--- src/rtl/pps_pkg.sv ---
// Shared types, constants and helpers for the perspective projection setup block.
// No dependencies; every other file in this folder uses it by scoped names.
package pps_pkg;

  // Field widths.
  localparam int FOV_W   = 16;
  localparam int SIZE_W  = 14;
  localparam int DIST_W  = 32;
  localparam int RES_W   = 32;
  localparam int STAT_W  = 2;

  // Stream widths, padded to whole bytes.
  localparam int IN_DATA_W  = 112;
  localparam int OUT_DATA_W = 136;

  // Pipeline geometry.
  localparam int FY_QBITS   = 24;  // quotient bits of the vertical angle
  localparam int CORDIC_N   = 24;  // rotation steps
  localparam int Q_QBITS    = 32;  // quotient bits of the result divisions
  localparam int LANES      = 4;
  localparam int FYR_W      = 38;  // fov*height*256
  localparam int REM_W      = 64;
  localparam int DEN_W      = 48;
  localparam int CXY_W      = 33;
  localparam int CZ_W       = 26;

  // The vertical angle must stay below half a turn (180 degrees in Q16.16).
  localparam logic [FY_QBITS-1:0] HALF_TURN_LIMIT = 24'd11796480;
  localparam logic [RES_W-1:0]    SAT_POS         = 32'h7FFF_FFFF;
  localparam logic [RES_W-1:0]    SAT_NEG         = 32'h8000_0000;

  // Status codes.
  localparam logic [STAT_W-1:0] ST_OK      = 2'd0;
  localparam logic [STAT_W-1:0] ST_INVALID = 2'd1;
  localparam logic [STAT_W-1:0] ST_SAT     = 2'd2;

  // Lane assignment of the result dividers.
  localparam int LANE_X  = 0;
  localparam int LANE_Y  = 1;
  localparam int LANE_DS = 2;
  localparam int LANE_DO = 3;

  // Arctangent of 2^-i in units of 2^-17 degree.
  localparam logic [23:0] ATAN_Q17 [CORDIC_N] = '{
    24'd5898240, 24'd3481934, 24'd1839759, 24'd933890, 24'd468757, 24'd234607,
    24'd117332,  24'd58670,   24'd29335,   24'd14668,  24'd7334,   24'd3667,
    24'd1833,    24'd917,     24'd458,     24'd229,    24'd115,    24'd57,
    24'd29,      24'd14,      24'd7,       24'd4,      24'd2,      24'd1
  };

  // Everything that travels down the chain with one request.
  typedef struct packed {
    logic                           bad;
    logic [SIZE_W-1:0]              w;
    logic [SIZE_W-1:0]              h;
    logic [DIST_W-1:0]              nr;
    logic [DIST_W-1:0]              fr;
    logic [FYR_W-1:0]               fyr;
    logic [FY_QBITS-1:0]            fy;
    logic signed [CXY_W-1:0]        cx;
    logic signed [CXY_W-1:0]        cy;
    logic signed [CZ_W-1:0]         cz;
    logic                           ysz;
    logic [LANES-1:0]               ovf;
    logic [LANES-1:0][REM_W-1:0]    rem;
    logic [LANES-1:0][DEN_W-1:0]    den;
    logic [LANES-1:0][Q_QBITS-1:0]  quo;
  } item_t;

  // Signed saturation of a quotient magnitude; bit 32 flags saturation.
  function automatic logic [RES_W:0] clamp_res(input logic neg, input logic ovf,
                                               input logic [Q_QBITS-1:0] mag);
    logic [RES_W:0] r;
    if (neg) begin
      if (ovf || (mag > SAT_NEG)) r = {1'b1, SAT_NEG};
      else                        r = {1'b0, RES_W'(32'd0 - mag)};
    end else begin
      if (ovf || (mag > SAT_POS)) r = {1'b1, SAT_POS};
      else                        r = {1'b0, mag};
    end
    return r;
  endfunction

endpackage

--- src/rtl/pps_prod_cell.sv ---
// Forms the numerators and denominators of the four result divisions.
// Depends on pps_pkg; holds three of the chain's multipliers.
module pps_prod_cell (
  input  logic           clk_i,
  input  logic           rst_ni,
  input  logic           en_i,
  input  logic           valid_i,
  input  pps_pkg::item_t item_i,
  output logic           valid_o,
  output pps_pkg::item_t item_o
);

  pps_pkg::item_t item_d, item_q;
  logic           valid_q;
  logic [30:0]    cosv, sinv;
  logic [44:0]    xh, sw;
  logic [63:0]    nf;
  logic           neg;
  logic [31:0]    diff;

  always_comb begin
    item_d = item_i;
    // A negative cosine counts as zero; a non-positive sine forces saturation.
    cosv       = item_i.cx[pps_pkg::CXY_W-1] ? 31'd0 : item_i.cx[30:0];
    item_d.ysz = item_i.cy[pps_pkg::CXY_W-1] || (item_i.cy == '0);
    sinv       = item_i.cy[30:0];
    xh         = 45'(cosv) * 45'(item_i.h);
    sw         = 45'(sinv) * 45'(item_i.w);
    nf         = 64'(item_i.nr) * 64'(item_i.fr);
    neg        = item_i.fr < item_i.nr;
    diff       = neg ? (item_i.nr - item_i.fr) : (item_i.fr - item_i.nr);

    item_d.rem[pps_pkg::LANE_X]  = {3'b000, xh, 16'h0000};
    item_d.den[pps_pkg::LANE_X]  = {3'b000, sw};
    item_d.rem[pps_pkg::LANE_Y]  = {17'h0, cosv, 16'h0000};
    item_d.den[pps_pkg::LANE_Y]  = {17'h0, sinv};
    item_d.rem[pps_pkg::LANE_DS] = {16'h0000, item_i.fr, 16'h0000};
    item_d.den[pps_pkg::LANE_DS] = {16'h0000, diff};
    item_d.rem[pps_pkg::LANE_DO] = nf;
    item_d.den[pps_pkg::LANE_DO] = {16'h0000, diff};
    item_d.ovf = '0;
    item_d.quo = '0;
  end

  always_ff @(posedge clk_i or negedge rst_ni) begin
    if (!rst_ni) begin
      valid_q <= 1'b0;
    end else if (en_i) begin
      valid_q <= valid_i;
    end
  end

  always_ff @(posedge clk_i) begin
    if (en_i) begin
      item_q <= item_d;
    end
  end

  assign valid_o = valid_q;
  assign item_o  = item_q;

endmodule

--- config.mk ---
export PLATFORM = sky130hd
export DESIGN_NAME = pps_prod_cell
export DESIGN_NICKNAME = d
export VERILOG_FILES = /design/src/rtl/pps_pkg.sv /design/src/rtl/pps_prod_cell.sv
export SDC_FILE = /design/constraint.sdc
export NUM_CORES = 2
export LEC_CHECK = 0
export BUFFER_PORTS_ARGS = -buffer_cell sky130_fd_sc_hd__buf_4
export CAP_MARGIN = 20
export CORE_AREA = 2 2 653 655
export DETAILED_ROUTE_END_ITERATION = 7
export DIE_AREA = 0 0 655 657
export PLACE_DENSITY = 0.38
export SETUP_SLACK_MARGIN = 0.5
export SKIP_CTS_REPAIR_TIMING = 1
export SYNTH_ARGS = -nofsm -noshare
export SYNTH_HDL_FRONTEND = slang
export SYNTH_SLANG_ARGS = --single-unit
--- constraint.sdc ---
create_clock -name clk_i -period 0.85 [get_ports clk_i]
set_input_delay 0.17 -clock clk_i [delete_from_list [all_inputs] [get_ports clk_i]]
set_output_delay 0.17 -clock clk_i [all_outputs]
set_load 0.05 [all_outputs]
==> reports/qor.yml <==
seq_area_um2: 14000
fmaxAchievable_mhz: 146
arrival_ns: 7.36
cp_slowest_stage_delay_ns: 0.63
r2r_end: "valid_o"
ys.warnings.count: 0
worst_setup_path_end_kind: "flop"
synth_top_family_by_area: "adder cells"
path_clk_slew_ns: 0.06
synth_xor_area_frac: 0.0195
final_net_count: 13300
max_slew.worst_pin.slew_ns: 0.782
async_reset_ff_frac: 0.00215
track_usage: 0.158
min_period_ns: 6.85
die_w_um: 655
initial_core_util: 0.188
yosysTopAreaCell: "fa_1"
synth_edf_count: 465
muxShareOfSynthArea: 0.00130
core_um2: 423000
antenna_left: 0
grt_pass1_vias: 69000
drt_iter0_markers: 3860
htree_levels: 2
mostFrequentLayoutCells: "buf_4, inv_1, fa_1"
synth_seq_cells: 466
clk_latency_ns: 0.76
violations: "hold timing, setup timing"
dp_cells: 15600
cp_max_fo: 7
drive_above_1_share: 0.311
place_ws_ns: -7.14
grt_overflow: 0
ys.flop_type: "edfxtp_1"
rsz0062_at_grt: "yes"
synth-simple-area-share: 0.127
dp_hpwl_um: 304000
hold_start: "valid_i"
io_pins: 1661
postSynthCellCount: 8159
skew_ns: 0
drtPass1Iterations: 5
syn_to_final_growth_pct: 39.8
chipHeight_um: 657
cp.required_ns: 1.37
final_common_cell: "buf_4"
synthesis.area_um2: 79600
multi_input_area_um2: 60000
clock_sinks: 466
synth_area_leaders: "fa_1, edfxtp_1, ha_1, inv_1, nand2_1"
wl_per_cell_um: 21.5
ys_types: 92
finalSetupViolCount: 743
cts_buffers: 59
critical_path_class: "in -> reg"
clock-root-buffer: "clkbuf_16"
crit_cells: 26
stdcell_count: 16000
finalWeightedCongestion: 0.883
ys_seq_area_frac: 0.176
drt_wl_total_um: 344000
r2r_cells: 1
maxCapViolations: 0
antenna_found_initial: 58
drcViolationCount: 0
timing.final.ws_setup_ns: -6.00
hold_slack_ns: -0.353
num_vias: 63600
crit_family: "adder cells"
slew_viol_final: 0
num_rows: 239
postSynthAreaPerCell_um2: 9.76
whs_endpoint: "valid_o"
nFillCells: 45400
regToRegStartpoint: "valid_o"
synth_fa_ha_area_frac: 0.490
vias_per_cell: 3.98
status: "finished with violations"
critPathSlowestCell: "fa_1"
cp.buffers_inverters: 8
min_period_over_period: 8.06
crit_top_cell: "fa_1"
port_buffers: 811
start_kind: "input port"
cts_buffer_depth: 3
cts_tree: "yes"
die-area_um2: 430000
hp-class: "in -> reg"
max_slew_margin: 0.477
grt_pass1_wl_um: 494000
hold_viol: 99
synth_compound_area_frac: 0.0571
holdPathStages: 2
synth_top_area_frac: 0.399
grt_max_degree: 50
r2r_setup_slack_ns: 0.08
==> registers in the layout, summed over array words and instances, names as in the netlist <==
signal,flops
item_o,465
valid_o,1
==> routing by layer <==
layer,share of wire,GRT usage,vias up
met5,0.00068,0,-
met4,0.036,0.0459,36
met3,0.067,0.0298,328
met2,0.45,0.252,1938
met1,0.45,0.215,33000
li1,-,-,28300
==> final cells by class <==
type                            count  share of cell area
Clock inverter                     44             0.00329
Multi-Input combinational cell   5573               0.539
Antenna cell                       18            0.000405
Clock buffer                       68              0.0136
Tap cell                         5663              0.0637
Timing Repair inverter              1           0.0000787
Timing Repair Buffer             2532               0.197
Sequential cell                   466               0.126
Inverter                         1631              0.0569
==> cells by family (layout without fill, tap and decap cells) <==
| group | after synthesis | count (layout) |
|---|---|---|
| buffers and inverters | 2388 | 4276 |
| adder cells (fa/ha/maj) | 2164 | 2164 |
| flip-flops | 466 | 466 |
| other | 1 | 286 |
| AND/OR/NAND/NOR | 2273 | 2274 |
| AO/OA/AOI/OAI | 680 | 680 |
| XOR/XNOR | 177 | 177 |
| multiplexers | 10 | 10 |
==> Yosys cell counts (4+ instances only) <==
master	number
fa_1	1588
a221oi_1	7
nand2_1	1054
o211ai_1	13
a221o_1	4
nand3_1	37
o21ai_1	21
and4_1	5
nand2b_1	20
xor2_1	58
a31oi_1	29
nor2b_1	53
o21ai_0	87
xnor2_1	119
nor3_1	21
clkbuf_1	337
o31ai_1	6
a31o_2	5
buf_2	17
clkinv_1	22
a211oi_1	21
a21oi_1	208
buf_4	363
a21o_1	146
inv_1	1607
and2_1	411
ha_1	576
a21boi_0	7
buf_1	37
nor2_1	583
o21bai_1	41
nor4_1	12
and3_1	26
o21a_1	14
o21ai_2	4
mux2i_1	7
nand4_1	37
edfxtp_1	465
==> how the worst max path moves through the flow <==
stage	from	endpoint	slack [ns]
after detailed placement	item_i[755]	item_o[568]	-7.14
final	item_i[773]	item_o[568]	-6.00
after global placement	item_i[755]	item_o[572]	-7.12
after CTS	item_i[785]	item_o[568]	-6.28
after global routing	item_i[751]	item_o[568]	-6.15
after floorplan	item_i[774]	item_o[568]	-6.16
==> per-stage QoR <==
stage / setup TNS, ns / utilization / cell area [µm²]
2_1_floorplan: -742.99 / - / 84800
3_3_place_gp: -1106.00 / 0.247 / 104000
3_5_place_dp: -1103.54 / 0.247 / 104000
4_1_cts: -1209.65 / 0.251 / 106000
5_1_grt: -1223.45 / 0.263 / 111000
6_report: -1149.69 / 0.263 / 111000
Power is not shown: default switching activity piles up to over one toggle a cycle in this logic, so the estimate is an artifact.
