===== src/rtl/pps_pkg.sv =====
// Shared types, constants and helpers for the perspective projection setup block.
// No dependencies; every other file in this folder uses it by scoped names.
package pps_pkg;

  // Field widths.
  localparam int FOV_W   = 16;
  localparam int SIZE_W  = 14;
  localparam int DIST_W  = 32;
  localparam int RES_W   = 32;
  localparam int STAT_W  = 2;

  // Stream widths, padded to whole bytes.
  localparam int IN_DATA_W  = 112;
  localparam int OUT_DATA_W = 136;

  // Pipeline geometry.
  localparam int FY_QBITS   = 24;  // quotient bits of the vertical angle
  localparam int CORDIC_N   = 24;  // rotation steps
  localparam int Q_QBITS    = 32;  // quotient bits of the result divisions
  localparam int LANES      = 4;
  localparam int FYR_W      = 38;  // fov*height*256
  localparam int REM_W      = 64;
  localparam int DEN_W      = 48;
  localparam int CXY_W      = 33;
  localparam int CZ_W       = 26;

  // The vertical angle must stay below half a turn (180 degrees in Q16.16).
  localparam logic [FY_QBITS-1:0] HALF_TURN_LIMIT = 24'd11796480;
  localparam logic [RES_W-1:0]    SAT_POS         = 32'h7FFF_FFFF;
  localparam logic [RES_W-1:0]    SAT_NEG         = 32'h8000_0000;

  // Status codes.
  localparam logic [STAT_W-1:0] ST_OK      = 2'd0;
  localparam logic [STAT_W-1:0] ST_INVALID = 2'd1;
  localparam logic [STAT_W-1:0] ST_SAT     = 2'd2;

  // Lane assignment of the result dividers.
  localparam int LANE_X  = 0;
  localparam int LANE_Y  = 1;
  localparam int LANE_DS = 2;
  localparam int LANE_DO = 3;

  // Arctangent of 2^-i in units of 2^-17 degree.
  localparam logic [23:0] ATAN_Q17 [CORDIC_N] = '{
    24'd5898240, 24'd3481934, 24'd1839759, 24'd933890, 24'd468757, 24'd234607,
    24'd117332,  24'd58670,   24'd29335,   24'd14668,  24'd7334,   24'd3667,
    24'd1833,    24'd917,     24'd458,     24'd229,    24'd115,    24'd57,
    24'd29,      24'd14,      24'd7,       24'd4,      24'd2,      24'd1
  };

  // Everything that travels down the chain with one request.
  typedef struct packed {
    logic                           bad;
    logic [SIZE_W-1:0]              w;
    logic [SIZE_W-1:0]              h;
    logic [DIST_W-1:0]              nr;
    logic [DIST_W-1:0]              fr;
    logic [FYR_W-1:0]               fyr;
    logic [FY_QBITS-1:0]            fy;
    logic signed [CXY_W-1:0]        cx;
    logic signed [CXY_W-1:0]        cy;
    logic signed [CZ_W-1:0]         cz;
    logic                           ysz;
    logic [LANES-1:0]               ovf;
    logic [LANES-1:0][REM_W-1:0]    rem;
    logic [LANES-1:0][DEN_W-1:0]    den;
    logic [LANES-1:0][Q_QBITS-1:0]  quo;
  } item_t;

  // Signed saturation of a quotient magnitude; bit 32 flags saturation.
  function automatic logic [RES_W:0] clamp_res(input logic neg, input logic ovf,
                                               input logic [Q_QBITS-1:0] mag);
    logic [RES_W:0] r;
    if (neg) begin
      if (ovf || (mag > SAT_NEG)) r = {1'b1, SAT_NEG};
      else                        r = {1'b0, RES_W'(32'd0 - mag)};
    end else begin
      if (ovf || (mag > SAT_POS)) r = {1'b1, SAT_POS};
      else                        r = {1'b0, mag};
    end
    return r;
  endfunction

endpackage


===== src/rtl/pps_fydiv_cell.sv =====
// One restoring-division cell for the vertical angle, fov*height*256/width.
// Depends on pps_pkg; the top bit position only detects an oversized quotient.
module pps_fydiv_cell #(
  parameter int I = 0
) (
  input  logic           clk_i,
  input  logic           rst_ni,
  input  logic           en_i,
  input  logic           valid_i,
  input  pps_pkg::item_t item_i,
  output logic           valid_o,
  output pps_pkg::item_t item_o
);

  localparam int QI = (I < pps_pkg::FY_QBITS) ? I : 0;

  pps_pkg::item_t item_d, item_q;
  logic           valid_q;
  logic [pps_pkg::FYR_W-1:0] shifted;
  logic           ge;

  // Compare the partial remainder with the shifted divisor.
  always_comb begin
    item_d  = item_i;
    shifted = pps_pkg::FYR_W'(item_i.w) << I;
    ge      = item_i.fyr >= shifted;
    if (I == pps_pkg::FY_QBITS) begin
      item_d.bad = item_i.bad | ge;
    end else if (ge) begin
      item_d.fyr    = item_i.fyr - shifted;
      item_d.fy[QI] = 1'b1;
    end
  end

  always_ff @(posedge clk_i or negedge rst_ni) begin
    if (!rst_ni) begin
      valid_q <= 1'b0;
    end else if (en_i) begin
      valid_q <= valid_i;
    end
  end

  always_ff @(posedge clk_i) begin
    if (en_i) begin
      item_q <= item_d;
    end
  end

  assign valid_o = valid_q;
  assign item_o  = item_q;

endmodule


===== config.mk =====
export PLATFORM = sky130hd
export DESIGN_NAME = pps_fydiv_cell
export DESIGN_NICKNAME = d
export VERILOG_FILES = /design/src/rtl/pps_pkg.sv /design/src/rtl/pps_fydiv_cell.sv
export SDC_FILE = /design/constraint.sdc
export NUM_CORES = 1
export LEC_CHECK = 0
export BUFFER_PORTS_ARGS = -buffer_cell sky130_fd_sc_hd__buf_2
export CORE_AREA = 2 2 647 649
export DETAILED_ROUTE_END_ITERATION = 8
export DIE_AREA = 0 0 649 651
export PLACE_DENSITY = 0.3
export SLEW_MARGIN = 25
export SYNTH_ARGS = -nofsm -noshare
export SYNTH_HDL_FRONTEND = slang
export SYNTH_SLANG_ARGS = --single-unit

===== constraint.sdc =====
create_clock -name clk_i -period 2.6 [get_ports clk_i]
set_clock_uncertainty 0.2 [all_clocks]
set_input_delay 0.26 -clock clk_i [delete_from_list [all_inputs] [get_ports clk_i]]
set_output_delay 0.26 -clock clk_i [all_outputs]
set_load 0.1 [all_outputs]

==> key figures <==
Pwr
  – Final Power: ~48 mW
  – Pleak: roughly 24 nW
  – Worst VDD drop: ~0.00047 V
  – PD cells: 762.2 nW/um^2

Global route
  – First-pass GRT wire length: 377.6 mm
  – Grt ovf: 0
  – Vias in the first global route: roughly 28,000
  – Largest net degree at the start of global routing: 84
  – Total track usage: between 10% and 20%
  – Initial antenna violation count: 330

Floorplan
  – Die height: between 600 and 700 um
  – DIE WIDTH: 649 um
  – I/O pin count: approximately 1,700
  – Initial core utilization: between 6 and 7%
  – Placement Rows: approximately 240
  – Core area: approximately 420,000 um^2
  – Die area: 422,500 um^2

Logic synthesis
  – Seq/Total Area, Yosys: between 90% and 100%
  – Post-synth cell types: 46
  – Cell count after synthesis: ~1,100
  – Synthesized area: between 20,000 and 30,000 um^2
  – Yosys reg bits: ~830
  – Synthesis Warnings: 0
  – Post-synth net total: 1,922
  – Avg Cell Area, Syn: 24.70 um^2

Route
  – Final wirelength: about 320 mm
  – Vias per Instance: approximately 2.6
  – Detailed-route via count: between 20,000 and 30,000
  – Post-route DRC: 0
  – Drt first pass iters: 5
  – Final ANT Viol Nets: 0
  – Mean routed wirelength per cell: 31.11 um
  – Initial DRC count: roughly 1,700

STA
  – Worst hold slack: -435.1 ps
  – Slew headroom: between 30% and 40%
  – Final Setup Violations: 0
  – Slew @ Worst Pin: 924.3 ps
  – Pins Over Slew Limit: 0
  – Min cycle time layout: approximately 2500 ps
  – Final hold viol count: 1
  – Fin crit share: 97.89%
  – Achievable Freq: slightly below 400 MHz

Layout
  – Fraction of layout cells with a size suffix above 1: between 40% and 50%
  – Final nets: about 5,400
  – Area grow syn2layout: 136.2%
  – Final core utilization: between 10% and 20%
  – Final Cell Area: about 63,000 um^2

Placement
  – IO buf count: about 1,700
  – DP Area: around 43,000 um^2
  – Final HPWL from detailed placement: approximately 280 mm
  – RD Place Congestion: around 0.94

Clock network
  – H-tree depth: 3
  – Clock latency on the worst-skew pair: 840 ps
  – CTS buffer count: 122
  – CTS tree: yes
  – CTS clk-pin slew, worst paths: roughly 60 ps
  – Root buffer cell: clkbuf_16
  – Clock tree buffer depth: 4
  – CTS Sinks: between 800 and 900

Setup path
  – R2R setup slack: 1670 ps
  – Critical Path Source Type: input port
  – WP data required: just under 3000 ps
  – Worst-path fanout max: 5
  – Crit. End Element: register
  – Critical path class: input port to register
  – Crit path DAT: 2920 ps

Run
  – Max_cap viols: 0

Status
  – Status: finished, violations left
  – Failing checks: hold timing

Min path
  – Hold Crit Class: input port to register
cells in the mapped netlist (all sizes together):
cell      n  area (um^2)
or2       3        18.77
nor2b     2        12.51
o211ai    3        27.52
xnor2    10        87.58
ha       14        175.2
nand4     6        37.54
a311oi    1        8.760
nor4     13        143.9
nor4b     4        60.06
o21bai    2        15.01
nand2b    5        31.28
nor2     22        82.58
a31o      1        8.760
fa        1        20.02
o21a      1        7.510
nor3b     3        27.52
buf       8        50.04
mux2      3        33.78
o21ai    16        80.07
a21oi    11        55.05
xor2     26        227.7
nand2    31        116.4
o31ai     1        12.51
nor3     11        60.06
nand3b    2        15.01
or3       3        18.77
or4       6        45.04
a31oi     2        12.51
dfrtp     1        25.02
edfxtp  828        24860
a21o      5        37.54
inv      18        67.56
clkbuf    2        7.510
a211oi    2        20.02
nand3     8        40.04
per-layer routing:
metal / vias to the layer above / part of all wire [%] / global-route usage, %
met5: - / 0.076 / 0
li1: 11293 / - / -
met2: 1708 / 46 / 24.33
met3: 754 / 15 / 9.802
met4: 36 / 3.8 / 3.659
met1: 13066 / 35 / 14.60
metrics by stage:
stage	TNS, ps	hold slack, ps	cells	worst slack [ps]
floorplan	-55.65	-235.6	1075	-11.16
global placement	-20250	-164.5	8349	-624.8
detailed placement	-20050	-164.1	8349	-634.2
CTS	0	-688.7	10114	0.6084
global route	-13.57	-483.4	10143	-8.437
finish	0	-435.1	10174	54.93
power breakdown:
part	internal [mW]	switching [mW]	total, mW
logic	2.93	11.3	14.3
clock network	9.76	7.43	17.2
registers	15.9	0.427	16.4
total	28.6	19.2	47.8
cell usage in the layout (no fill, tap or decap), types with 3 or more instances in the layout:
cell / count
buf_2: 1652
dlygate4sd3_1: 1545
edfxtp_1: 828
clkbuf_16: 122
buf_4: 118
diode_2: 52
nand2_1: 31
xor2_1: 26
clkinv_2: 24
nor2_1: 21
clkinv_1: 19
buf_12: 18
inv_1: 17
clkbuf_1: 17
o21ai_1: 13
bufinv_16: 12
clkinvlp_4: 11
nor3_1: 10
xnor2_1: 10
ha_1: 10
nor4_4: 9
nand3_1: 8
a21oi_1: 8
clkinv_4: 7
nand4_1: 6
a21o_1: 5
dlymetal6s4s_1: 5
or4_1: 4
nand2b_1: 4
nor4b_4: 4
or3_1: 3
ha_4: 3
inv_6: 3
logic make-up (layout without fill, tap and decap cells):
logic type	count (synthesis)	after routing	synth area share, %
AOI/OAI and AO/OA	45	45	1.074
buffers and inverters	28	3578	0.4712
other	0	52	0
muxes	3	3	0.1272
xor gates and xnor gates	36	36	1.187
and+or+nand+nor	119	119	2.672
DFF	829	829	93.73
adders and majority gates	15	15	0.7351
state kept, by name, indices dropped and copies added (netlist names):
signal / flops
valid_o: 1
item_o: 828
critical path, stage by stage:
cell,delay (ps)
buf_2,100
inv_1,50
buf_4,120
dlygate4sd3_1,570
fa_2,390
a21oi_2,200
nor2_2,80
o21ai_2,140
a21o_1,200
nor3b_4,290
buf_6,190
buf_4,120
nor4_4,40
xor2_1,160
layout make-up:
| class | instances | area (um^2) |
|---|---|---|
| clock inverters | 80 | 789.5 |
| diodes | 52 | 130.1 |
| flip-flops and latches | 829 | 24890 |
| clock buffers | 139 | 3117 |
| fillers | 46514 | 352700 |
| multi-input cells | 218 | 1780 |
| repair buffers | 3341 | 25080 |
| well taps | 5497 | 6878 |
| inverters | 18 | 67.56 |
what timing repair did:
item                                     CTS  global route
buffers inserted                           0             7
hold buffers                            1546             5
endpoints found under the hold margin   1472             5
endpoints found under the setup margin     3            37
cloned                                     0             1
resized for setup                          3            24
pin swaps                                  0            11
final timing paths:
path	depth (start not counted)	endpoint	start
setup / recovery	14	item_o[732]$_DFFE_PP_	item_i[814]
hold / removal	2	item_o[701]$_DFFE_PP_	item_i[701]
setup reg to reg	1	valid_o$_DFFE_PN0P_	valid_o$_DFFE_PN0P_
hold reg to reg	1	valid_o$_DFFE_PN0P_	valid_o$_DFFE_PN0P_
max in group asynchronous	4	valid_o$_DFFE_PN0P_	rst_ni
min in group asynchronous	4	valid_o$_DFFE_PN0P_	rst_ni
Power figures use the tool's default switching activity.
