## src/rtl/pps_pkg.sv

```systemverilog
// Shared types, constants and helpers for the perspective projection setup block.
// No dependencies; every other file in this folder uses it by scoped names.
package pps_pkg;

  // Field widths.
  localparam int FOV_W   = 16;
  localparam int SIZE_W  = 14;
  localparam int DIST_W  = 32;
  localparam int RES_W   = 32;
  localparam int STAT_W  = 2;

  // Stream widths, padded to whole bytes.
  localparam int IN_DATA_W  = 112;
  localparam int OUT_DATA_W = 136;

  // Pipeline geometry.
  localparam int FY_QBITS   = 24;  // quotient bits of the vertical angle
  localparam int CORDIC_N   = 24;  // rotation steps
  localparam int Q_QBITS    = 32;  // quotient bits of the result divisions
  localparam int LANES      = 4;
  localparam int FYR_W      = 38;  // fov*height*256
  localparam int REM_W      = 64;
  localparam int DEN_W      = 48;
  localparam int CXY_W      = 33;
  localparam int CZ_W       = 26;

  // The vertical angle must stay below half a turn (180 degrees in Q16.16).
  localparam logic [FY_QBITS-1:0] HALF_TURN_LIMIT = 24'd11796480;
  localparam logic [RES_W-1:0]    SAT_POS         = 32'h7FFF_FFFF;
  localparam logic [RES_W-1:0]    SAT_NEG         = 32'h8000_0000;

  // Status codes.
  localparam logic [STAT_W-1:0] ST_OK      = 2'd0;
  localparam logic [STAT_W-1:0] ST_INVALID = 2'd1;
  localparam logic [STAT_W-1:0] ST_SAT     = 2'd2;

  // Lane assignment of the result dividers.
  localparam int LANE_X  = 0;
  localparam int LANE_Y  = 1;
  localparam int LANE_DS = 2;
  localparam int LANE_DO = 3;

  // Arctangent of 2^-i in units of 2^-17 degree.
  localparam logic [23:0] ATAN_Q17 [CORDIC_N] = '{
    24'd5898240, 24'd3481934, 24'd1839759, 24'd933890, 24'd468757, 24'd234607,
    24'd117332,  24'd58670,   24'd29335,   24'd14668,  24'd7334,   24'd3667,
    24'd1833,    24'd917,     24'd458,     24'd229,    24'd115,    24'd57,
    24'd29,      24'd14,      24'd7,       24'd4,      24'd2,      24'd1
  };

  // Everything that travels down the chain with one request.
  typedef struct packed {
    logic                           bad;
    logic [SIZE_W-1:0]              w;
    logic [SIZE_W-1:0]              h;
    logic [DIST_W-1:0]              nr;
    logic [DIST_W-1:0]              fr;
    logic [FYR_W-1:0]               fyr;
    logic [FY_QBITS-1:0]            fy;
    logic signed [CXY_W-1:0]        cx;
    logic signed [CXY_W-1:0]        cy;
    logic signed [CZ_W-1:0]         cz;
    logic                           ysz;
    logic [LANES-1:0]               ovf;
    logic [LANES-1:0][REM_W-1:0]    rem;
    logic [LANES-1:0][DEN_W-1:0]    den;
    logic [LANES-1:0][Q_QBITS-1:0]  quo;
  } item_t;

  // Signed saturation of a quotient magnitude; bit 32 flags saturation.
  function automatic logic [RES_W:0] clamp_res(input logic neg, input logic ovf,
                                               input logic [Q_QBITS-1:0] mag);
    logic [RES_W:0] r;
    if (neg) begin
      if (ovf || (mag > SAT_NEG)) r = {1'b1, SAT_NEG};
      else                        r = {1'b0, RES_W'(32'd0 - mag)};
    end else begin
      if (ovf || (mag > SAT_POS)) r = {1'b1, SAT_POS};
      else                        r = {1'b0, mag};
    end
    return r;
  endfunction

endpackage

```

## src/rtl/pps_cordic_cell.sv

```systemverilog
// One CORDIC rotation step toward the half angle, giving scaled cosine and sine.
// Depends on pps_pkg for the arctangent table and the request record.
module pps_cordic_cell #(
  parameter int I = 0
) (
  input  logic           clk_i,
  input  logic           rst_ni,
  input  logic           en_i,
  input  logic           valid_i,
  input  pps_pkg::item_t item_i,
  output logic           valid_o,
  output pps_pkg::item_t item_o
);

  pps_pkg::item_t item_d, item_q;
  logic           valid_q;
  logic signed [pps_pkg::CXY_W-1:0] dx, dy;
  logic signed [pps_pkg::CZ_W-1:0]  ang;

  // Arithmetic shifts round toward minus infinity.
  always_comb begin
    item_d = item_i;
    dx     = item_i.cy >>> I;
    dy     = item_i.cx >>> I;
    ang    = $signed({2'b00, pps_pkg::ATAN_Q17[I]});
    if (!item_i.cz[pps_pkg::CZ_W-1]) begin
      item_d.cx = item_i.cx - dx;
      item_d.cy = item_i.cy + dy;
      item_d.cz = item_i.cz - ang;
    end else begin
      item_d.cx = item_i.cx + dx;
      item_d.cy = item_i.cy - dy;
      item_d.cz = item_i.cz + ang;
    end
  end

  always_ff @(posedge clk_i or negedge rst_ni) begin
    if (!rst_ni) begin
      valid_q <= 1'b0;
    end else if (en_i) begin
      valid_q <= valid_i;
    end
  end

  always_ff @(posedge clk_i) begin
    if (en_i) begin
      item_q <= item_d;
    end
  end

  assign valid_o = valid_q;
  assign item_o  = item_q;

endmodule

```

## config.mk

```make
export PLATFORM = sky130hd
export DESIGN_NAME = pps_cordic_cell
export DESIGN_NICKNAME = d
export VERILOG_FILES = /design/src/rtl/pps_pkg.sv /design/src/rtl/pps_cordic_cell.sv
export SDC_FILE = /design/constraint.sdc
export NUM_CORES = 1
export LEC_CHECK = 0
export BUFFER_PORTS_ARGS = -buffer_cell sky130_fd_sc_hd__buf_2
export CAP_MARGIN = 20
export CORE_AREA = 10 10 631 633
export DETAILED_ROUTE_END_ITERATION = 7
export DIE_AREA = 0 0 641 643
export SYNTH_ARGS = -nofsm -noshare
export SYNTH_HDL_FRONTEND = slang
export SYNTH_SLANG_ARGS = --single-unit
```

## constraint.sdc

```tcl
create_clock -name clk_i -period 0.8 [get_ports clk_i]
set_input_delay 0.12 -clock clk_i [delete_from_list [all_inputs] [get_ports clk_i]]
set_output_delay 0.12 -clock clk_i [all_outputs]
set_load 0.005 [all_outputs]
```

==> results.yml <==
setup_path:
  path_max_fanout: 3
  cp.depth: 13
  crit_slowest_cell: "or4_4"
  regToRegEndpoint: "valid_o"
  crit_top_cell: "a31oi_4"
  crit_path_start: "item_i[607]"
  rr_worst_depth: 1
  critPathLaunchType: "input port"
  cp_slowest_stage_delay_ns: 0.46
  path_cells: "buf_12 -> ha_4 -> fa_2 -> nor2b_4 -> o211ai_4 -> a31oi_4 -> a211o_1 -> or4_4 -> a31oi_4 -> buf_6 -> o21ai_4 -> a311oi_2 -> xor2_1"
  crit_end: "item_o[670]"
  cp.buffers_inverters: 2
  cp.required_ns: 1.39
  critical-path-top-delay-family: "compound AO/OA/AOI/OAI gates"
  cp.arrival_ns: 2.74
  crit_type: "in2reg"
  rrSetupSlack_ns: 0.05
  r2r_start: "valid_o"
  endpoint_kind: "flip-flop"
logic_synthesis:
  syn_avg_cell_area_um2: 18.14
  synth_top_family_by_area: "compound AO/OA/AOI/OAI gates"
  post_synth_fa_ha_maj_area_fraction: 0.04465
  yosysUniqueCellTypes: 74
  yosysSeqAreaShare: 0.8109
  synth-xor-area-share: 0.01971
  synthArstFlopShare: 0.001208
  synth-simple-area-share: 0.03139
  synth_edf_count: 827
  synthMuxAreaShare: 0.006286
  ys_ff_latch: 828
  synth-compound-area-share: 0.06596
  synthFlopType: "edfxtp_1"
  syn-num-nets: 2629
  syn_area_um2: 30650
  synthCells: 1690
  yosysWarnings: 0
grt:
  grt_pass1_vias: 32830
  grt_max_degree: 40
  grt_antenna_before_repair: 364
  grt-ovfl-total: 0
  grt_usage: 0.1721
  grt_pass1_wl_um: 442200
floorplan:
  die_h_um: 643
  start_util: 0.07966
  die_w_um: 641
  core_um2: 384800
  ioPinCount: 1661
  core.rowCount: 228
  die_area_um2: 412200
worst_hold_path:
  hold_class: "in2reg"
power:
  p_leak_uw: 0.02827
  peakVddDrop_mv: 1.939
  power_density_nw_per_um2: 1999
clock_network:
  tritoncts: "done"
  clkTransAtPathRegs_ns: 0.05
  cts_root_buffer: "clkbuf_16"
  hold_buffers: 1206
  cts_made_buffers: 116
  cts_max_path_buffers: 4
  cts_htree_levels: 3
  clk_latency_ns: 0.84
  cts_num_sinks: 828
timing:
  slew_headroom: 0.5387
  whs_ns: -0.2475
  post-route-period-util: 2.681
  finalHoldViolCount: 13
  skew_ns: 0
  worstMarginPinSlew_ns: 0.6746
  period_needed_ns: 2.145
  rsz0062_at_grt: "yes"
  fmax_mhz: 466.2
  maxSlewViolCount: 0
  setup_ws_ns: -1.345
  finalSetupViolCount: 1136
routing:
  vias_per_cell: 3.117
  firstDrtPassIters: 6
  drc: 0
  antenna_left: 0
  routed_wirelength_um: 371600
  drtIter0Drc: 2366
  vias: 32110
  wire_per_inst_um: 36.07
finish:
  area.growth.synth_to_final_pct: 131.1
  fin_nets: 6021
  drive_above_1_share: 0.4836
  finalNonFillerCells: 10300
place:
  gp_congestion: 1.007
  dp.cells: 8784
  io_buffers: 1660
  hpwl_um: 326600
job:
  maxCapViolCount: 0
status:
  status: "finished with violations"
  violations: "negative hold slack, negative setup slack"
==> per-layer routing <==
metal	track usage	routed length [um]	vias up	part of all wire
met3	0.1008	51100	915	0.14
met5	0	402	-	0.0011
met4	0.05836	19040	64	0.051
met1	0.1618	117000	15360	0.31
li1	-	-	13370	-
met2	0.3098	184100	2398	0.50
==> cell families after synthesis <==
group / count (synthesis)
flip-flops: 828
AND/OR/NAND/NOR: 195
multiplexers: 19
buffers and inverters: 156
AO/OA/AOI/OAI: 316
adder cells (fa/ha/maj): 107
XOR/XNOR: 69
==> metrics by stage <==
step / utilization / cell area [um2] / total power [uW] / setup TNS (ns) / setup slack (ns)
6_report: 0.1841 / 70840 / 141700 / -720.78 / -1.345
5_1_grt: 0.1839 / 70760 / 147300 / -797.52 / -1.381
4_1_cts: 0.1824 / 70210 / 144100 / -1151.00 / -1.318
3_5_place_dp: 0.1311 / 50460 / 79630 / -432.39 / -2.578
3_3_place_gp: 0.1311 / 50460 / 79570 / -435.64 / -2.640
2_1_floorplan: - / 31370 / 58740 / -79.36 / -1.791
==> area by class of cell <==
| type | count | area (um2) |
|---|---|---|
| fill | 41780 | 314000 |
| timing repair buffer | 3316 | 28700 |
| sequential | 828 | 24860 |
| multi-input combinational | 706 | 6583 |
| tap | 5060 | 6331 |
| clock buffer | 134 | 2970 |
| clock inverter | 72 | 743.2 |
| inverter | 114 | 478.0 |
| antenna | 72 | 180.2 |
==> cells in the final DEF (no fill, tap or decap), drive strengths merged, types with 8 or more instances in the layout <==
master,n
bufinv,12
dlygate4sd3,1203
nand2b,9
o21ai,57
ha,103
inv,121
nand3,13
o21bai,22
clkinvlp,12
mux2i,17
nor2,57
diode,72
o211ai,8
edfxtp,827
a211oi,13
nand4,13
nand2,42
nor2b,10
nor3,21
a31oi,14
buf,2113
xnor2,63
clkbuf,134
a21oi,118
a21o,24
clkinv,41
o31ai,13
==> sequential cells by signal, summed over array words and instances, names as in the netlist <==
signal   flops
valid_o      1
item_o     827
==> worst min path at each step <==
stage	end	startpoint	cells past startpoint	slack [ns]
global route	item_o[599]	item_i[599]	2	-0.28
finish	item_o[599]	item_i[599]	2	-0.25
global placement	valid_o	rst_ni	1	-0.10
floorplan	valid_o	rst_ni	0	-0.18
detailed placement	valid_o	rst_ni	1	-0.10
CTS	item_o[599]	item_i[599]	2	-0.32
==> power breakdown <==
part,internal (uW),switching (uW)
logic,16300,18000
registers,52300,2180
clock network,30400,22600
==> synth_stat cells, drive strengths merged, types with 3 or more instances <==
cell	n	area, um2
o31ai	13	97.59
clkbuf	23	107.6
o21a	3	22.52
nor2	57	214.0
o41ai	3	33.79
nand2	42	157.7
a21oi	118	590.6
xnor2	63	551.8
and2	4	25.02
nand2b	9	56.30
nand3	13	65.06
edfxtp	827	24830
buf	19	110.1
nor3	21	116.4
or2	5	31.28
a211o	3	26.28
a31oi	14	93.84
o21bai	22	165.2
a211oi	13	97.59
a21o	24	181.4
o2111ai	3	26.28
fa	4	80.08
nor2b	10	62.56
o22ai	6	37.54
and3	3	18.77
o21ai	57	292.8
o31a	3	26.28
mux2i	17	170.2
o211ai	8	65.06
nor4	6	37.54
a221oi	6	52.55
inv	112	420.4
a2111oi	6	77.57
xor2	6	52.55
ha	103	1289
nand4	13	81.33
==> what timing repair did <==
item	4_1_cts	5_1_grt
pin swaps	105	61
endpoints found under the setup margin	890	1459
buffers inserted	24	24
resized for setup	1127	80
endpoints found under the hold margin	1530	18
Power figures use the tool's default switching activity.
