File: config.mk
export PLATFORM = sky130hd
export DESIGN_NAME = pps_quot_cell
export DESIGN_NICKNAME = d
export VERILOG_FILES = /design/src/rtl/pps_pkg.sv /design/src/rtl/pps_quot_cell.sv
export SDC_FILE = /design/constraint.sdc
export NUM_CORES = 1
export LEC_CHECK = 0
export BUFFER_PORTS_ARGS = -buffer_cell sky130_fd_sc_hd__buf_2
export CORE_AREA = 3 3 646 648
export DETAILED_ROUTE_END_ITERATION = 8
export DIE_AREA = 0 0 649 651
export GPL_ROUTABILITY_DRIVEN = 0
export PLACE_DENSITY = 0.3
export SLEW_MARGIN = 20
export SYNTH_ARGS = -nofsm -noshare
export SYNTH_HDL_FRONTEND = slang
export SYNTH_SLANG_ARGS = --single-unit
File: constraint.sdc
create_clock -name clk_i -period 1.1 [get_ports clk_i]
set_clock_uncertainty 0.15 [all_clocks]
set_input_delay 0.22 -clock clk_i [delete_from_list [all_inputs] [get_ports clk_i]]
set_output_delay 0.22 -clock clk_i [all_outputs]
set_load 0.02 [all_outputs]
File: src/rtl/pps_pkg.sv
// Shared types, constants and helpers for the perspective projection setup block.
// No dependencies; every other file in this folder uses it by scoped names.
package pps_pkg;

  // Field widths.
  localparam int FOV_W   = 16;
  localparam int SIZE_W  = 14;
  localparam int DIST_W  = 32;
  localparam int RES_W   = 32;
  localparam int STAT_W  = 2;

  // Stream widths, padded to whole bytes.
  localparam int IN_DATA_W  = 112;
  localparam int OUT_DATA_W = 136;

  // Pipeline geometry.
  localparam int FY_QBITS   = 24;  // quotient bits of the vertical angle
  localparam int CORDIC_N   = 24;  // rotation steps
  localparam int Q_QBITS    = 32;  // quotient bits of the result divisions
  localparam int LANES      = 4;
  localparam int FYR_W      = 38;  // fov*height*256
  localparam int REM_W      = 64;
  localparam int DEN_W      = 48;
  localparam int CXY_W      = 33;
  localparam int CZ_W       = 26;

  // The vertical angle must stay below half a turn (180 degrees in Q16.16).
  localparam logic [FY_QBITS-1:0] HALF_TURN_LIMIT = 24'd11796480;
  localparam logic [RES_W-1:0]    SAT_POS         = 32'h7FFF_FFFF;
  localparam logic [RES_W-1:0]    SAT_NEG         = 32'h8000_0000;

  // Status codes.
  localparam logic [STAT_W-1:0] ST_OK      = 2'd0;
  localparam logic [STAT_W-1:0] ST_INVALID = 2'd1;
  localparam logic [STAT_W-1:0] ST_SAT     = 2'd2;

  // Lane assignment of the result dividers.
  localparam int LANE_X  = 0;
  localparam int LANE_Y  = 1;
  localparam int LANE_DS = 2;
  localparam int LANE_DO = 3;

  // Arctangent of 2^-i in units of 2^-17 degree.
  localparam logic [23:0] ATAN_Q17 [CORDIC_N] = '{
    24'd5898240, 24'd3481934, 24'd1839759, 24'd933890, 24'd468757, 24'd234607,
    24'd117332,  24'd58670,   24'd29335,   24'd14668,  24'd7334,   24'd3667,
    24'd1833,    24'd917,     24'd458,     24'd229,    24'd115,    24'd57,
    24'd29,      24'd14,      24'd7,       24'd4,      24'd2,      24'd1
  };

  // Everything that travels down the chain with one request.
  typedef struct packed {
    logic                           bad;
    logic [SIZE_W-1:0]              w;
    logic [SIZE_W-1:0]              h;
    logic [DIST_W-1:0]              nr;
    logic [DIST_W-1:0]              fr;
    logic [FYR_W-1:0]               fyr;
    logic [FY_QBITS-1:0]            fy;
    logic signed [CXY_W-1:0]        cx;
    logic signed [CXY_W-1:0]        cy;
    logic signed [CZ_W-1:0]         cz;
    logic                           ysz;
    logic [LANES-1:0]               ovf;
    logic [LANES-1:0][REM_W-1:0]    rem;
    logic [LANES-1:0][DEN_W-1:0]    den;
    logic [LANES-1:0][Q_QBITS-1:0]  quo;
  } item_t;

  // Signed saturation of a quotient magnitude; bit 32 flags saturation.
  function automatic logic [RES_W:0] clamp_res(input logic neg, input logic ovf,
                                               input logic [Q_QBITS-1:0] mag);
    logic [RES_W:0] r;
    if (neg) begin
      if (ovf || (mag > SAT_NEG)) r = {1'b1, SAT_NEG};
      else                        r = {1'b0, RES_W'(32'd0 - mag)};
    end else begin
      if (ovf || (mag > SAT_POS)) r = {1'b1, SAT_POS};
      else                        r = {1'b0, mag};
    end
    return r;
  endfunction

endpackage

File: src/rtl/pps_quot_cell.sv
// One restoring-division cell, one quotient bit for each of the four result lanes.
// Depends on pps_pkg; the top bit position only detects a quotient of 2^32 or more.
module pps_quot_cell #(
  parameter int I = 0
) (
  input  logic           clk_i,
  input  logic           rst_ni,
  input  logic           en_i,
  input  logic           valid_i,
  input  pps_pkg::item_t item_i,
  output logic           valid_o,
  output pps_pkg::item_t item_o
);

  localparam int QI  = (I < pps_pkg::Q_QBITS) ? I : 0;
  localparam int CMP_W = pps_pkg::DEN_W + pps_pkg::Q_QBITS;

  pps_pkg::item_t item_d, item_q;
  logic           valid_q;
  logic [pps_pkg::LANES-1:0][CMP_W-1:0] shifted;
  logic [pps_pkg::LANES-1:0]            ge;

  // The lanes are independent; each compares and subtracts once.
  always_comb begin
    item_d = item_i;
    for (int l = 0; l < pps_pkg::LANES; l++) begin
      shifted[l] = CMP_W'(item_i.den[l]) << I;
      ge[l]      = CMP_W'(item_i.rem[l]) >= shifted[l];
      if (I == pps_pkg::Q_QBITS) begin
        item_d.ovf[l] = item_i.ovf[l] | ge[l];
      end else if (ge[l]) begin
        item_d.rem[l]     = item_i.rem[l] - shifted[l][pps_pkg::REM_W-1:0];
        item_d.quo[l][QI] = 1'b1;
      end
    end
  end

  always_ff @(posedge clk_i or negedge rst_ni) begin
    if (!rst_ni) begin
      valid_q <= 1'b0;
    end else if (en_i) begin
      valid_q <= valid_i;
    end
  end

  always_ff @(posedge clk_i) begin
    if (en_i) begin
      item_q <= item_d;
    end
  end

  assign valid_o = valid_q;
  assign item_o  = item_q;

endmodule

==> results of run 1 <==
==> synthesized netlist by cell type, types with 5 or more instances <==
cell type  number  area (um^2)
and4_1          5        43.79
nor2b_1        23        143.9
o21ai_1         6        30.03
o2111ai_1       5        43.79
nand3_1        52        260.3
nand3b_1        6        45.04
o221ai_1        7        61.31
edfxtp_1      828        24860
mux2_2         23        259.0
ha_1          192         2402
a211oi_1       25        187.7
and2_1          6        37.54
a21oi_1       316         1582
nor4_1         21        131.4
nand4_1        80        500.5
xor2_1        109        954.7
nor2_1        240        900.9
xnor2_1       118         1033
nor3_1         58        290.3
o21ai_0       212         1061
o21a_1         29        217.7
nand2b_1       25        156.4
clkbuf_1      100        375.4
a2111oi_0       5        43.79
a21boi_0       10        75.07
or4_1           9        67.56
and3_1         16        100.1
or2_2          11        68.82
nand2_1       269         1010
o31a_1          8        70.07
a31oi_1        28        175.2
o21bai_1       40        300.3
o211ai_1       17        127.6
or3_1          24        150.1
a211o_1         8        70.07
o31ai_1        24        180.2
a21o_1        106        795.8
buf_2          33        165.2
inv_1         245        919.6
==> report_power, final <==
| group | switching (uW) | internal, uW | total (uW) |
|---|---|---|---|
| Clock | 16500 | 22400 | 38900 |
| Sequential | 1620 | 38700 | 40300 |
| Combinational | 19500 | 16300 | 35800 |
| Total | 37600 | 77300 | 115000 |
==> sequential cells by signal, indices dropped and copies added, names as in the netlist <==
name / count
item_o: 828
valid_o: 1
==> critical path: cells and delay by family <==
family | cells | cell delay, ns
AOI/OAI and AO/OA | 2 | 0.53
adders and majority gates | 1 | 0.28
buffers and inverters | 4 | 0.42
and+or+nand+nor | 7 | 1.52
xor gates and xnor gates | 1 | 0.11
==> routing by layer <==
layer	track usage	share of wire	vias up
li1	-	-	21230
met2	0.2750	0.52	1469
met3	0.03395	0.058	473
met1	0.1636	0.38	22600
met5	0	0.00094	-
met4	0.04530	0.039	48
==> what timing repair did <==
action,4_1_cts,5_1_grt
pin swaps,178,216
endpoints found under the hold margin,1456,682
gates cloned,19,11
resized for setup,573,518
hold buffers,1159,106
buffers inserted,129,79
setup endpoints to repair,1089,1212
==> layout make-up <==
type	count	share of cell area
antenna	31	0.0008601
timing repair buffer	4222	0.3766
inverter	245	0.01171
clock inverter	76	0.008504
multi-input combinational	2218	0.2166
sequential	829	0.2760
clock buffer	141	0.03381
tap	5474	0.07594
==> worst paths after layout <==
check	start	to	slack (ns)
max in group asynchronous	rst_ni	valid_o	0.04
setup reg to reg	valid_o	valid_o	0.17
hold / removal	item_i[252]	item_o[252]	-0.62
hold reg to reg	valid_o	valid_o	0.41
setup / recovery	item_i[138]	item_o[381]	-1.59
min in group asynchronous	rst_ni	valid_o	0.65
==> metrics by stage <==
stage	instance area [um^2]	total power [uW]	setup TNS, ns
detailed placement	67270	70710	-984.82
floorplan	42900	52010	-424.52
finish	90190	115000	-1011.31
CTS	86610	115900	-1114.00
global placement	67270	70870	-987.81
global route	90140	120400	-1104.67
==> kinds of logic after synthesis <==
group / share of synthesized area
buffers and inverters: 0.03708
AOI/OAI and AO/OA: 0.1345
adders and majority gates: 0.06070
xor gates and xnor gates: 0.04861
muxes: 0.007893
and+or+nand+nor: 0.1027
DFF: 0.6086
==> out/metrics.cfg, run 1 <==
[detailed_routing]
wl_per_cell_um = 24.71
route.detailed.drc = 0
routed_via_density = 3.462
drt_pre_antenna_iters = 5
antenna_left = 0
vias = 45820
drt-initial-drc-count = 2565
wl_um = 327100

[setup_path]
worstPathCellList = buf_2 -> inv_2 -> ha_4 -> buf_6 -> nand4_1 -> nor3_2 -> buf_4 -> nand4_1 -> nand3_4 -> nor2_4 -> a31oi_4 -> nand2b_1 -> or3_4 -> a2111oi_4 -> xor2_1
end_kind = flop
reg2regPathDepth = 1
path_class = in2reg
required_ns = 1.51
timing.critical_path.mode_cell = nand4_1
cp_data_arrival_time_ns = 3.10
worstPathMaxFanout = 5
start_kind = primary input
slowest_delay_ns = 0.50
cp_slowest_cell = or3_4

[logic_synthesis]
synth.yosys.seq_area_share = 0.6086
synth_area_um2 = 40900
yosysWarnings = 0
synth.avg_cell_area_um2 = 11.91
yosys_register_bits = 829
netlist_instances = 3433
ys_async_sr_fraction = 0.001206
synth_edf_count = 828
yosys.cell_types.count = 92
synth_nets = 4461
synth_ff_type = edfxtp_1

[timing]
fin_crit_ns = 2.686
worstMarginPinSlew_ns = 1.024
relSlewSlack = 0.3152
hold_viol = 331
rsz0062_at_grt = yes
fmax_mhz = 372.3
finalCritPeriodShare = 2.442
fin_ws_ns = -1.586
finalSetupViolCount = 1229
hold_slack_ns = -0.6183
slew_viol_final = 0

[outcome]
violations = negative hold slack, negative setup slack
status = finished, violations left

[floorplanning]
dieArea_um2 = 422500
rows = 236
ios = 1661
dieWidth_um = 649
start_util = 0.09914
core_area_um2 = 412500
die_h_um = 651

[global_route]
grt_max_degree = 45
antenna_found_initial = 146
overflow = 0
grt_pass1_vias = 47690
grt_pass1_wl_um = 428000
grtUsageTotal = 0.1472

[finish]
stdcell_count = 13240
multi_input_area_um2 = 19530
filler_cell_count = 45010
area_growth_pct = 120.5
layout_commonest_cell = buf_2
mostFrequentLayoutCells = buf_2, dlygate4sd3_1, buf_4, edfxtp_1, a21oi_1
final_util = 0.2186
final_net_count = 8662
regArea_um2 = 24890
final_layout_size_suffix_gt1_frac = 0.5125

[clocking]
cts-buffers-inserted = 118
cts_sinks = 829
tritoncts = yes
htreeDepth = 3
root_buffer = clkbuf_16
clk_pin_slew_worst_paths_ns = 0.06
clock_latency_ns = 0.83
clockBufferDepth = 4

[place]
place_inst = 11560
dpl_worst_slack_ns = -2.819
portBuffers = 1660
dp_hpwl_um = 273700

[pwr]
vdd_drop_max_v = 0.001473
power.density_nw_per_um2 = 1275
p_leak_uw = 0.03741

[worst_hold_path]
hp-class = in2reg
min_path_cells = 1

[run]
maxCapViolations = 0

(Power assumes the default switching activity.)
==> run 2, diff against run 1 <==
ABC_AREA = 1   (was default)
CORE_AREA = 3 3 650 652   (was 3 3 646 648)
DIE_AREA = 0 0 653 655   (was 0 0 649 651)
==> out/metrics.cfg, run 2 <==
[outcome]
violations = negative hold slack, negative setup slack
status = finished, violations left

[floorplanning]
core_area_um2 = 416900
dieArea_um2 = 427700
dieWidth_um = 653
die_h_um = 655
rows = 237
start_util = 0.1186
ios = 1661

[finish]
layout_commonest_cell = nand2_1
mostFrequentLayoutCells = nand2_1, buf_4, buf_2, dlygate4sd3_1, inv_1
final_net_count = 11930
area_growth_pct = 108.6
final_layout_size_suffix_gt1_frac = 0.4331
final_util = 0.2475
largest_reg_flops = 828

[timing]
fmax_mhz = 472.4
hold_slack_ns = -0.5947
finalSetupViolCount = 1969
finalCritPeriodShare = 1.925
slew_viol_final = 0
relSlewSlack = 0.5276
final.setup.tns_ns = -1144.14
hold_viol = 111
fin_ws_ns = -1.017
fin_crit_ns = 2.117
worstMarginPinSlew_ns = 0.7063
rsz0062_at_grt = yes

[pwr]
p_leak_uw = 0.04867
power.density_nw_per_um2 = 1149
vdd_drop_max_v = 0.001248
finalPower_uw = 118500

[global_route]
grt_pass1_wl_um = 483600
overflow = 0
grt_pass1_vias = 60620
grtUsageTotal = 0.1624
grt_max_degree = 38
antenna_found_initial = 93

[detailed_routing]
wl_um = 365500
antenna_left = 0
drt-initial-drc-count = 3546
vias = 59410
wl_per_cell_um = 22.10
route.detailed.drc = 0
drt_pre_antenna_iters = 8
routed_via_density = 3.593

[logic_synthesis]
synth_top_area_share = 0.5028
netlist_instances = 6301
synth_area_leaders = edfxtp_1, nand2_1, inv_1
synth_edf_count = 828
synth.yosys.seq_area_share = 0.5033
yosys_register_bits = 829
synth.avg_cell_area_um2 = 7.848
synth.most_common_cell = nand2_1
ys_async_sr_fraction = 0.001206
yosys-top-cells-count = nand2_1, inv_1, edfxtp_1
synth_nets = 7329
yosys.cell_types.count = 38
synth_area_um2 = 49450
yosysWarnings = 0
yosysTopAreaCell = edfxtp_1
synth_ff_type = edfxtp_1

[clocking]
clk_pin_slew_worst_paths_ns = 0.06
tritoncts = yes
root_buffer = clkbuf_16
clockBufferDepth = 4
clock_latency_ns = 0.83
htreeDepth = 3
cts_sinks = 829
cts-buffers-inserted = 111

[setup_path]
reg2regPathDepth = 1
path_class = in2reg
rrSetupSlack_ns = 0.19
required_ns = 1.56
start_kind = primary input
worstPathMaxFanout = 4
cp_data_arrival_time_ns = 2.57
timing.rr.end = valid_o
end_kind = flop
r2r-start = valid_o
worstSetupStartpoint = item_i[506]

[place]
dp_hpwl_um = 310200
portBuffers = 1660

[worst_hold_path]
hold_start = item_i[257]
worstHoldEndpoint = item_o[257]
min_path_cells = 1
hp-class = in2reg

[run]
maxCapViolations = 0

run 2: cell types whose count changed in the layout (fill, tap and decap cells not counted), moves of 137 or more:
cell / change
nand2_1: +1800
inv_1: +1044
nand2_2: +363
buf_4: +360
buf_2: -148
nor2_1: +138
a21oi_1: -137
run 2: worst max path at each step:
stage | to | cells after the start
3_3_place_gp | item_o[382] | 17
6_report | item_o[64] | 14
2_1_floorplan | item_o[366] | 17
3_5_place_dp | item_o[402] | 14
5_1_grt | item_o[693] | 1
4_1_cts | item_o[693] | 1
run 2: cell families after synthesis:
family / after synthesis / synth area share
mux: 1 / 0.0002277
simple gates: 3411 / 0.2792
flops: 829 / 0.5033
fa+ha+maj: 196 / 0.05020
xor+xnor: 124 / 0.02196
buf+inv: 1444 / 0.1123
compound gates: 296 / 0.03287
run 2: where the power goes:
group	internal [uW]	switching (uW)	total, uW
registers	38600	1570	40100
clock network	21100	15700	36800
logic	18600	22900	41500
run 2: final cells by class:
class | count | area [um^2]
clock inverters | 70 | 713.2
clock buffers | 132 | 2856
fillers | 45870 | 313800
multi-input cells | 4028 | 25240
well taps | 5497 | 6878
diodes | 44 | 110.1
flip-flops and latches | 829 | 24890
repair buffers | 4533 | 36970
inverters | 1399 | 5454
repair inverters | 3 | 66.31
run 2: stage by stage:
step,setup slack [ns],cells,instance area [um^2]
floorplan,-1.155,6301,50210
global placement,-1.985,14890,77500
detailed placement,-1.992,14890,77500
CTS,-1.048,16340,98850
global route,-1.003,16530,103200
finish,-1.017,16540,103200
run 2: metal layers:
layer	routed length, um	up-vias	global-route usage	part of all wire
met5	207	-	0	0.00057
met1	142700	28360	0.1843	0.39
met3	19200	433	0.02727	0.053
met2	189600	1820	0.3057	0.52
li1	-	28760	-	-
met4	13790	32	0.05156	0.038
run 2: worst max-delay path, stage by stage:
cell and delay [ns]:
buf_2 0.10, dlygate4sd3_1 0.62, inv_1 0.11, nand2_1 0.07
nor2_2 0.14, nand2_2 0.11, nor2_4 0.15, nand2_1 0.07
inv_2 0.07, nand4_4 0.16, buf_12 0.20, buf_12 0.14
buf_4 0.13, or2_2 0.26
run 2: what timing repair did:
item | 4_1_cts | 5_1_grt
endpoints found under the hold margin | 1418 | 196
gates cloned | 21 | 7
hold buffers | 1144 | 105
resized for setup | 1260 | 840
pin swaps | 161 | 243
setup endpoints to repair | 1089 | 1925
buffers inserted | 94 | 58
